File: src/hdl/dqs_pkg.sv
// Package for the deque with search.
// Holds the operation and status codes and the transaction structs.
// No dependencies.
package dqs_pkg;

  localparam int unsigned OP_W  = 3;
  localparam int unsigned VAL_W = 32;
  localparam int unsigned ST_W  = 2;
  localparam int unsigned POS_W = 4;

  localparam logic [OP_W-1:0] OP_PUSH_FRONT = 3'd0;
  localparam logic [OP_W-1:0] OP_PUSH_BACK  = 3'd1;
  localparam logic [OP_W-1:0] OP_POP_FRONT  = 3'd2;
  localparam logic [OP_W-1:0] OP_POP_BACK   = 3'd3;
  localparam logic [OP_W-1:0] OP_SEARCH     = 3'd4;

  localparam logic [ST_W-1:0] ST_DONE  = 2'd0;
  localparam logic [ST_W-1:0] ST_FULL  = 2'd1;
  localparam logic [ST_W-1:0] ST_EMPTY = 2'd2;

  typedef struct packed {
    logic [OP_W-1:0]         operation;
    logic signed [VAL_W-1:0] value;
  } in_t;

  typedef struct packed {
    logic [ST_W-1:0]  status;
    logic             found;
    logic [POS_W-1:0] position;
  } out_t;

endpackage

File: src/hdl/deque_with_search.sv
// Bounded double-ended queue of 32-bit words with a linear search.
// Depends on dqs_pkg (codes and transaction structs).
//
// A transaction is taken when start is high and busy is low. Pushes, pops
// and unused operation codes finish without a scan: their result strobes on
// out_strobe in the cycle after the transaction, and busy stays low, so a
// new transaction may follow at once. A search reads the word memory one
// entry per cycle from the front; busy stays high until the first match or
// the last stored entry, and the result strobes as busy drops. A search of
// an empty queue keeps busy low and its result strobes in the cycle after
// the transaction. Each result is shown for exactly one cycle and cannot be
// held off by the receiver.
module deque_with_search #(
  parameter int unsigned DEPTH = 16
) (
  input  logic           clk,
  input  logic           rst_n,
  input  logic           start,
  output logic           busy,
  input  dqs_pkg::in_t   in_data,
  output logic           out_strobe,
  output dqs_pkg::out_t  out_data
);

  localparam int unsigned PW = (DEPTH > 1) ? $clog2(DEPTH) : 1;
  localparam int unsigned CW = $clog2(DEPTH + 1);

  localparam logic ST_IDLE = 1'b0;
  localparam logic ST_SCAN = 1'b1;

  logic                        state_r, state_nxt;
  logic [PW-1:0]               head_r, head_nxt;
  logic [CW-1:0]               occ_r, occ_nxt;
  logic [PW-1:0]               scan_ptr_r, scan_ptr_nxt;
  logic [PW-1:0]               idx_r, idx_nxt;
  logic [dqs_pkg::VAL_W-1:0]   key_r;
  logic [dqs_pkg::VAL_W-1:0]   rd_data_r;
  logic                        strobe_r, strobe_nxt;
  dqs_pkg::out_t               res_r, res_nxt;

  logic [dqs_pkg::VAL_W-1:0]   mem [DEPTH];

  logic                        accept;
  logic                        full, empty;
  logic                        wr_en;
  logic [PW-1:0]               wr_addr;
  logic                        rd_en;
  logic [PW-1:0]               rd_addr;
  logic [PW-1:0]               head_dec, head_inc, tail;
  logic [PW:0]                 tail_sum, inc_sum, scan_sum;
  logic [CW-1:0]               idx_next_cnt;

  assign accept = start && (state_r == ST_IDLE);
  assign full   = (occ_r == CW'(DEPTH));
  assign empty  = (occ_r == '0);

  assign head_dec = (head_r == '0) ? PW'(DEPTH - 1) : head_r - PW'(1);
  assign inc_sum  = {1'b0, head_r} + (PW+1)'(1);
  assign head_inc = (inc_sum >= (PW+1)'(DEPTH)) ? PW'(inc_sum - (PW+1)'(DEPTH))
                                                : inc_sum[PW-1:0];
  assign tail_sum = {1'b0, head_r} + {1'b0, occ_r[PW-1:0]};
  assign tail     = (tail_sum >= (PW+1)'(DEPTH)) ? PW'(tail_sum - (PW+1)'(DEPTH))
                                                 : tail_sum[PW-1:0];
  assign scan_sum = {1'b0, scan_ptr_r} + (PW+1)'(1);
  assign idx_next_cnt = CW'(idx_r) + CW'(1);

  always_comb begin
    state_nxt    = state_r;
    head_nxt     = head_r;
    occ_nxt      = occ_r;
    scan_ptr_nxt = scan_ptr_r;
    idx_nxt      = idx_r;
    strobe_nxt   = 1'b0;
    res_nxt      = res_r;
    wr_en        = 1'b0;
    wr_addr      = tail;
    rd_en        = 1'b0;
    rd_addr      = head_r;

    if (state_r == ST_IDLE) begin
      if (accept) begin
        strobe_nxt = 1'b1;
        res_nxt    = '{status: dqs_pkg::ST_DONE, found: 1'b0, position: '0};
        case (in_data.operation)
          dqs_pkg::OP_PUSH_FRONT: begin
            if (full) begin
              res_nxt.status = dqs_pkg::ST_FULL;
            end else begin
              wr_en    = 1'b1;
              wr_addr  = head_dec;
              head_nxt = head_dec;
              occ_nxt  = occ_r + CW'(1);
            end
          end
          dqs_pkg::OP_PUSH_BACK: begin
            if (full) begin
              res_nxt.status = dqs_pkg::ST_FULL;
            end else begin
              wr_en   = 1'b1;
              wr_addr = tail;
              occ_nxt = occ_r + CW'(1);
            end
          end
          dqs_pkg::OP_POP_FRONT: begin
            if (empty) begin
              res_nxt.status = dqs_pkg::ST_EMPTY;
            end else begin
              head_nxt = head_inc;
              occ_nxt  = occ_r - CW'(1);
            end
          end
          dqs_pkg::OP_POP_BACK: begin
            if (empty) begin
              res_nxt.status = dqs_pkg::ST_EMPTY;
            end else begin
              occ_nxt = occ_r - CW'(1);
            end
          end
          dqs_pkg::OP_SEARCH: begin
            if (empty) begin
              res_nxt.status = dqs_pkg::ST_EMPTY;
            end else begin
              strobe_nxt   = 1'b0;
              rd_en        = 1'b1;
              rd_addr      = head_r;
              scan_ptr_nxt = head_r;
              idx_nxt      = '0;
              state_nxt    = ST_SCAN;
            end
          end
          default: ;
        endcase
      end
    end else begin
      // rd_data_r holds the entry at index idx_r
      if (rd_data_r == key_r) begin
        strobe_nxt = 1'b1;
        res_nxt    = '{status: dqs_pkg::ST_DONE, found: 1'b1,
                       position: dqs_pkg::POS_W'(idx_r)};
        state_nxt  = ST_IDLE;
      end else if (idx_next_cnt == occ_r) begin
        strobe_nxt = 1'b1;
        res_nxt    = '{status: dqs_pkg::ST_EMPTY, found: 1'b0, position: '0};
        state_nxt  = ST_IDLE;
      end else begin
        scan_ptr_nxt = (scan_sum >= (PW+1)'(DEPTH)) ? PW'(scan_sum - (PW+1)'(DEPTH))
                                                    : scan_sum[PW-1:0];
        rd_en        = 1'b1;
        rd_addr      = scan_ptr_nxt;
        idx_nxt      = idx_r + PW'(1);
      end
    end
  end

  always_ff @(posedge clk) begin
    if (wr_en) begin
      mem[wr_addr] <= in_data.value;
    end
    if (rd_en) begin
      rd_data_r <= mem[rd_addr];
    end
  end

  always_ff @(posedge clk) begin
    if (!rst_n) begin
      state_r  <= ST_IDLE;
      head_r   <= '0;
      occ_r    <= '0;
      strobe_r <= 1'b0;
    end else begin
      state_r  <= state_nxt;
      head_r   <= head_nxt;
      occ_r    <= occ_nxt;
      strobe_r <= strobe_nxt;
    end
  end

  always_ff @(posedge clk) begin
    scan_ptr_r <= scan_ptr_nxt;
    idx_r      <= idx_nxt;
    res_r      <= res_nxt;
    if (accept) begin
      key_r <= in_data.value;
    end
  end

  assign busy       = (state_r == ST_SCAN);
  assign out_strobe = strobe_r;
  assign out_data   = res_r;

endmodule

File: config.mk
export PLATFORM = sky130hd
export DESIGN_NAME = deque_with_search
export DESIGN_NICKNAME = d
export VERILOG_FILES = /design/src/hdl/dqs_pkg.sv /design/src/hdl/deque_with_search.sv
export SDC_FILE = /design/constraint.sdc
export NUM_CORES = 1
export LEC_CHECK = 0
export BUFFER_PORTS_ARGS = -buffer_cell sky130_fd_sc_hd__buf_2
export CAP_MARGIN = 10
export CORE_UTILIZATION = 36
export DETAILED_ROUTE_END_ITERATION = 10
export PLACE_DENSITY_LB_ADDON = 0.1
export RECOVER_POWER = 50
export SETUP_SLACK_MARGIN = 0.5
export SLEW_MARGIN = 0
export SYNTH_ARGS = -nofsm -noshare
export SYNTH_HDL_FRONTEND = slang
export SYNTH_SLANG_ARGS = --single-unit
File: constraint.sdc
create_clock -name clk -period 4.4 [get_ports clk]
set_input_delay 0.22 -clock clk [delete_from_list [all_inputs] [get_ports clk]]
set_output_delay 0.22 -clock clk [all_outputs]
set_load 0.05 [all_outputs]
==> key figures, run 1 <==
Status
  – Status: finished, violations left
  – Violated checks: max-capacitance violations, max-slew violations

Power
  – Maximum vdd ir drop: 305 uV
  – P per Cell Area: 447 nW/um^2
  – Leak pwr: 0.0105 uW

Route
  – WL final: about 60000 um
  – DRT Pass-1 Iters: 4
  – Routed Antenna Nets: 0
  – Drt via density: around 5.2
  – Vias: 12194
  – Drt drc: 0
  – Routed len/inst: 25.8 um
  – 1st-iter DRT viols: 880

Clock tree
  – Setup bufs post-CTS: 0
  – CTS tree: yes
  – CTS H-tree depth: 3
  – CTS Buffer Depth: 3
  – Clock Latency Late Sink: 590 ps
  – Root buffer cell: clkbuf_16
  – Clock slew at reported path FFs: 60 ps
  – Inserted Clock Buffers: 66
  – Clock sinks: 602

Floorplanning
  – Die area: 66600 um^2
  – Die extent in x: between 200 and 300 um
  – # IOs: 47
  – Die H: 258 um
  – CORE AREA: 64600 um^2
  – Site Rows: 93
  – Initial core utilization: 36.6%

STA
  – Final worst-path cycle share: 86.5%
  – Tmin final: 3810 ps
  – Final hold vios: 0
  – Final Max Tran Viols: 33
  – Setup violators final: 0
  – WHS: between 150 and 200 ps
  – Rel. slew slack: -0.967%
  – RSZ-0062 raised after global routing: no
  – Fmax: 263 MHz
  – Setup TNS: 0 ps
  – Setup Skew: slightly below 20 ps
  – Slew @ Worst Pin: between 1500 and 2000 ps

Synthesis
  – Mapped Nets: 1356
  – Async SR Flop Fraction: 0%
  – Post-synthesis sequential area ratio: 76.1%
  – Yosys warnings: 0
  – Most common flop cell mapped by yosys: edfxtp_1
  – Synth unique cells: 51
  – Number of synthesized flops with an enable pin: 591
  – FF+latch count, synth: 602
  – Syn avg cell area: 18.1 um^2
  – Mapped Cells: 1306
  – Synthesized area: 23600 um^2

Critical path
  – CP startpoint: idx_r[0]
  – CP Launch Type: register
  – R2R depth: 10
  – R2r setup slk: 590 ps
  – Setup crit end kind: register
  – CP max FO: 30
  – WP data required: 4710 ps
  – FF-to-FF End: rd_data_r[3]
  – Worst reg2reg path startpoint: idx_r[0]
  – Crit path to: rd_data_r[3]
  – WS Path Type: register to register
  – Crit path DAT: 4110 ps

Global routing
  – Met1 global-route usage: 25.3%
  – Total grt overflow: 0
  – Global routing's busiest layer: met2
  – Met2 Usage GRT: 29.8%
  – Antenna violations before repair: 1
  – Met3 Track Usage GR: 2.83%
  – Number of global-route vias before repair: 12185
  – Largest net degree at the start of global routing: 43
  – Global-route wire length before repair: about 87000 um
  – GRT Resource Usage Total: around 18%

Worst hold path
  – Hold path depth: 3
  – Worst hold path type: input port to register

Flow run
  – Max-cap violations: 1

Finish
  – Commonest non-fill, non-tap cell in the layout: edfxtp_1
  – Nets: 1488
  – Number of fill cells in the layout: 5673
  – Area Overhead vs Synth: 17.2%
  – Final core utilization: between 40% and 50%
  – Most frequent cells in the layout: edfxtp_1, mux2i_1, o22ai_1
  – Fraction of layout cells with a size suffix above 1: 12.6%

Placement
  – RD Place Congestion: roughly 0.74
  – DP Wirelength: 31600 um
  – PortBufs: 46
==> flip-flops by register name (all words and copies together) (netlist names) <==
register / count
out_data: 7
out_strobe: 1
occ_r: 5
key_r: 32
busy: 1
idx_r: 4
scan_ptr_r: 4
rd_data_r: 32
mem: 512
head_r: 4
==> power breakdown <==
part	leakage, uW	internal [uW]	switching (uW)	total, uW
registers	0.00544	6390	33.5	6420
clock network	0.000991	2990	2200	5200
logic	0.00404	273	470	743
total	0.0105	9650	2710	12400
==> synth_stat cells (all sizes together), types with 2 or more instances <==
master	count	area [um^2]
xor2	40	350
nor2	36	135
mux2	3	33.8
o21a	3	22.5
o211ai	6	50.1
a21boi	2	15.0
buf	49	314
a21oi	17	88.8
xnor2	12	105
inv	6	22.5
dfxtp	11	220
xor3	2	47.6
or4	33	248
nand3	8	45.0
ha	10	125
a21o	4	30.0
fa	2	40.0
and2	9	56.3
nand4	2	18.8
mux2i	261	2610
nand2	16	60.1
clkbuf	10	37.5
edfxtp	591	17700
nor4	12	100
o21ai	7	38.8
nor3	4	25.0
nand2b	3	18.8
nor2b	5	31.3
and3	2	18.8
o22ai	132	873
==> critical path: stages, from the launching register on <==
cell,delay [ps]
edfxtp_1,470
ha_1,290
xor3_1,380
nor3_2,260
nand3_1,350
a31oi_4,310
buf_12,190
buf_12,250
mux2i_1,250
o22ai_1,140
or4_4,590
==> cells by family after synthesis <==
logic type	count (synthesis)	share of synthesized area (%)
DFF	602	76.1
muxes	264	11.2
AOI/OAI and AO/OA	177	5.04
and+or+nand+nor	132	3.27
buffers and inverters	65	1.58
xor gates and xnor gates	54	2.13
adders and majority gates	12	0.699
==> metal layers <==
layer	up-vias	part of all wire [%]
met5	-	0.018
met4	2	1.8
met3	86	4.0
met2	228	48
met1	6348	46
li1	5530	-
==> worst min-delay path by stage <==
stage                start    endpoint
6_report       in_data[32]   head_r[0]
5_1_grt        in_data[32]   head_r[0]
4_1_cts        in_data[25]  mem[9][25]
3_5_place_dp         rst_n   head_r[0]
3_3_place_gp         rst_n   head_r[0]
2_1_floorplan   in_data[0]    key_r[0]
==> timing repair <==
action	CTS	global route
setup endpoints to repair	2	13
pin swaps	1	1
gates cloned	0	0
hold buffers	24	0
gates resized for setup	4	4
hold endpoints to repair	305	0
==> area by class of cell <==
class | instances | area (um^2) | area share [%]
antenna | 1 | 2.50 | 0.00904
inverter | 6 | 22.5 | 0.0814
sequential | 602 | 18000 | 64.9
timing repair buffer | 123 | 1150 | 4.16
clock buffer | 73 | 1720 | 6.22
multi-input combinational | 639 | 5450 | 19.7
tap | 855 | 1070 | 3.87
clock inverter | 39 | 290 | 1.05
==> through the flow <==
stage          instance area, um^2  total power, uW  setup slack (ps)  std cells
2_1_floorplan                23600             6960              90.7       1306
3_3_place_gp                 25400             7270               474       2201
3_5_place_dp                 25400             7280               456       2201
4_1_cts                      27700            12500               501       2337
5_1_grt                      27700            12800               378       2337
6_report                     27700            12400               594       2338
(Power assumes the default switching activity.)
==> run 2: changes to the inputs <==
--- a/config.mk
+++ b/config.mk
@@ -7,6 +7,8 @@
 export LEC_CHECK = 0
 export BUFFER_PORTS_ARGS = -buffer_cell sky130_fd_sc_hd__buf_2
 export CAP_MARGIN = 10
+export CELL_PAD_IN_SITES_DETAIL_PLACEMENT = 0
+export CELL_PAD_IN_SITES_GLOBAL_PLACEMENT = 1
 export CORE_UTILIZATION = 36
 export DETAILED_ROUTE_END_ITERATION = 10
 export PLACE_DENSITY_LB_ADDON = 0.1
==> key figures, run 2 (synthesis results as in run 1) <==
Power
  – Power share of the combinational group: 5.9% (about the same)
  – P per Cell Area: 443 nW/um^2 (-0.74%)
  – Pint: 9550 uW (-1.0%)
  – P_sw: 2630 uW (-3.0%)
  – Sequential share of power: 52.7% (+0.7 points)
  – Clk pwr share: 41.3% (-0.7 points)
  – Leak pwr: 0.0104 uW (-0.84%)
  – Maximum vdd ir drop: 228 uV (-25%)
  – Sw Ratio: 21.6% (-0.33 points)

Finish
  – Finished Cell Area: 27500 um^2 (-0.74%)
  – Max reg flops: 512 (unchanged)
  – Number of fill cells in the layout: 5817 (+2.5%)
  – Commonest non-fill, non-tap cell in the layout: edfxtp_1
  – Register bank with the most flops: mem
  – Most frequent cells in the layout: edfxtp_1, mux2i_1, o22ai_1
  – Top Registers: mem x512, key_r x32, rd_data_r x32
  – Diodes inserted: 0 (-1)
  – Cell Count, Final, Fillers Out: 2333 (-0.21%)
  – Nets: 1490 (+0.13%)
  – Area Overhead vs Synth: 16.3%
  – Fraction of layout cells with a size suffix above 1: 12.0% (-0.57 points)

Route
  – Routed Antenna Nets: 0 (unchanged)
  – WL final: 61200 um (+1.4%)
  – 1st-iter DRT viols: 797 (-9.4%)
  – Vias: 12138 (-0.46%)
  – DRT Pass-1 Iters: 5 (+1)
  – Drt drc: 0 (unchanged)
  – Drt via density: 5.20 (-0.25%)
  – Routed len/inst: 26.2 um (+1.6%)

STA
  – Rel. slew slack: -91.6% (-91 points)
  – RSZ-0062 raised after global routing: no
  – WHS: 190 ps (+6.96 ps)
  – Fmax: 265 MHz (+0.97%)
  – Setup Skew: 19.1 ps (-0.278 ps)
  – Setup violators final: 0 (unchanged)
  – Slew @ Worst Pin: 2870 ps (+1360 ps)
  – Tmin final: 3770 ps (-36.7 ps)
  – Final hold vios: 0 (unchanged)
  – Setup TNS: 0 ps (unchanged)
  – Setup ws final: 630 ps (+36.7 ps)
  – Final Max Tran Viols: 33 (unchanged)
  – Final worst-path cycle share: 85.7% (-0.83 points)

Placement
  – RD Place Congestion: 0.744 (+0.64%)
  – Pre-CTS setup slack: 347 ps (-109 ps)
  – Area of placed instances: 25400 um^2 (-0.21%)
  – DP Wirelength: 33300 um (+5.6%)
  – PortBufs: 46 (unchanged)
  – Cells after DPL: 2204 (+0.14%)

Critical path
  – CP max stage cell: or4_1
  – Worst reg2reg path startpoint: rd_data_r[28]
  – CP most frequent cell: buf_12
  – CP max FO: 29 (-3.3%)
  – Crit path to: rd_data_r[20]
  – Setup crit end kind: register
  – Worst Path Buf+Inv: 3 (+1)
  – CP Launch Type: register
  – CP cell instances: xor2_1 > nor4_2 > nand4_1 > clkbuf_1 > o21a_1 > a31oi_4 > buf_12 > buf_12 > mux2i_1 > o22ai_1 > or4_1
  – CP startpoint: rd_data_r[28]
  – Family with the most delay on the worst path: simple AND/OR/NAND/NOR gates
  – WP data required: 4710 ps (about the same)
  – FF-to-FF End: rd_data_r[20]
  – Cell depth of the worst setup path: 11 (+1)
  – R2r setup slk: 630 ps (+40 ps)
  – Max incr delay on CP: 570 ps (-20 ps)
  – WS Path Type: register to register
  – Crit path DAT: 4080 ps (-30 ps)
  – R2R depth: 11 (+1)

Clock tree
  – Root buffer cell: clkbuf_16
  – Clock Latency Late Sink: 590 ps (about the same)
  – CTS tree: yes
  – CTS H-tree depth: 3 (unchanged)
  – Clock sinks: 602 (unchanged)
  – Inserted Clock Buffers: 68 (+3.0%)
  – CTS Buffer Depth: 3 (unchanged)
  – Clock slew at reported path FFs: 60 ps (about the same)

Floorplanning
  – Site Rows: 93 (unchanged)
  – Die area: 66600 um^2 (unchanged)
  – CORE AREA: 64600 um^2 (unchanged)
  – Initial core utilization: 36.6% (unchanged)
  – Die extent in x: 258 um (unchanged)
  – Die H: 258 um (unchanged)
  – # IOs: 47 (unchanged)

Global routing
  – Antenna violations before repair: 2 (+1)
  – Total grt overflow: 0 (unchanged)
  – Largest net degree at the start of global routing: 49 (+14%)
  – Global-route wire length before repair: 88400 um (+1.8%)
  – GRT Resource Usage Total: 18.7% (+0.38 points)
  – Number of global-route vias before repair: 12299 (+0.94%)

Worst hold path
  – Hold_sp: in_data[18]
  – Worst hold path type: input port to register

Status
  – Status: finished, violations left
  – Violated checks: max-capacitance violations, max-slew violations

Flow run
  – Max-cap violations: 1 (unchanged)
[run 2: cell types whose count changed in the layout (fill, tap and decap cells not counted), moves of 4 or more]
cell / previous run / this run
buf_12: 24 / 20
clkinv_1: 21 / 13
clkbuf_1: 47 / 61
dlygate4sd3_1: 24 / 19
buf_4: 25 / 36
clkinv_2: 9 / 5
[run 2: through the flow]
step           util, %  power, uW
2_1_floorplan        -       6960
5_1_grt           42.5      12600
4_1_cts           42.6      12300
6_report          42.5      12200
3_5_place_dp      39.3       7260
3_3_place_gp      39.3       7260
[run 2: worst min path at each step]
stage	to	cells past startpoint
after global placement	head_r[0]	2
after floorplan	key_r[0]	0
after CTS	mem[2][13]	1
after global routing	mem[8][14]	1
after detailed placement	head_r[0]	2
final	mem[0][18]	1
[run 2: worst register-to-register path: cells and delay by family (launching register included)]
family	cells	cell delay (ps)
compound gates	3	750
xor+xnor	1	200
buf+inv	3	760
flops	1	460
mux	1	250
simple gates	3	1080
[run 2: timing repair]
item,CTS,global route
pin swaps,1,0
setup buffers,2,0
gates resized for setup,0,3
hold endpoints to repair,204,0
hold buffers,19,0
setup endpoints to repair,25,6
[run 2: power by group through the flow]
stage                     registers [uW]  clock network, uW  logic (uW)
final                               6420               5030         724
after global routing                6430               5380         780
after CTS                           6420               5180         739
after detailed placement            6540                  0         723
after global placement              6540                  0         718
after floorplan                     6550                  0         409
[run 2: cell type report]
type / instances / area (um^2) / share of cell area [%]
clock buffer: 87 / 1790 / 6.53
clock inverter: 21 / 121 / 0.442
inverter: 6 / 22.5 / 0.0820
multi-input combinational: 639 / 5450 / 19.8
sequential: 602 / 18000 / 65.4
tap: 855 / 1070 / 3.89
timing repair buffer: 123 / 1050 / 3.81
[run 2: metal layers]
metal | track usage, % | share of wire (%) | vias up
li1 | - | - | 5516
met3 | 3.11 | 4.1 | 92
met2 | 31.0 | 49 | 248
met5 | 0 | 0.020 | -
met4 | 6.18 | 2.5 | 2
met1 | 24.9 | 44 | 6280
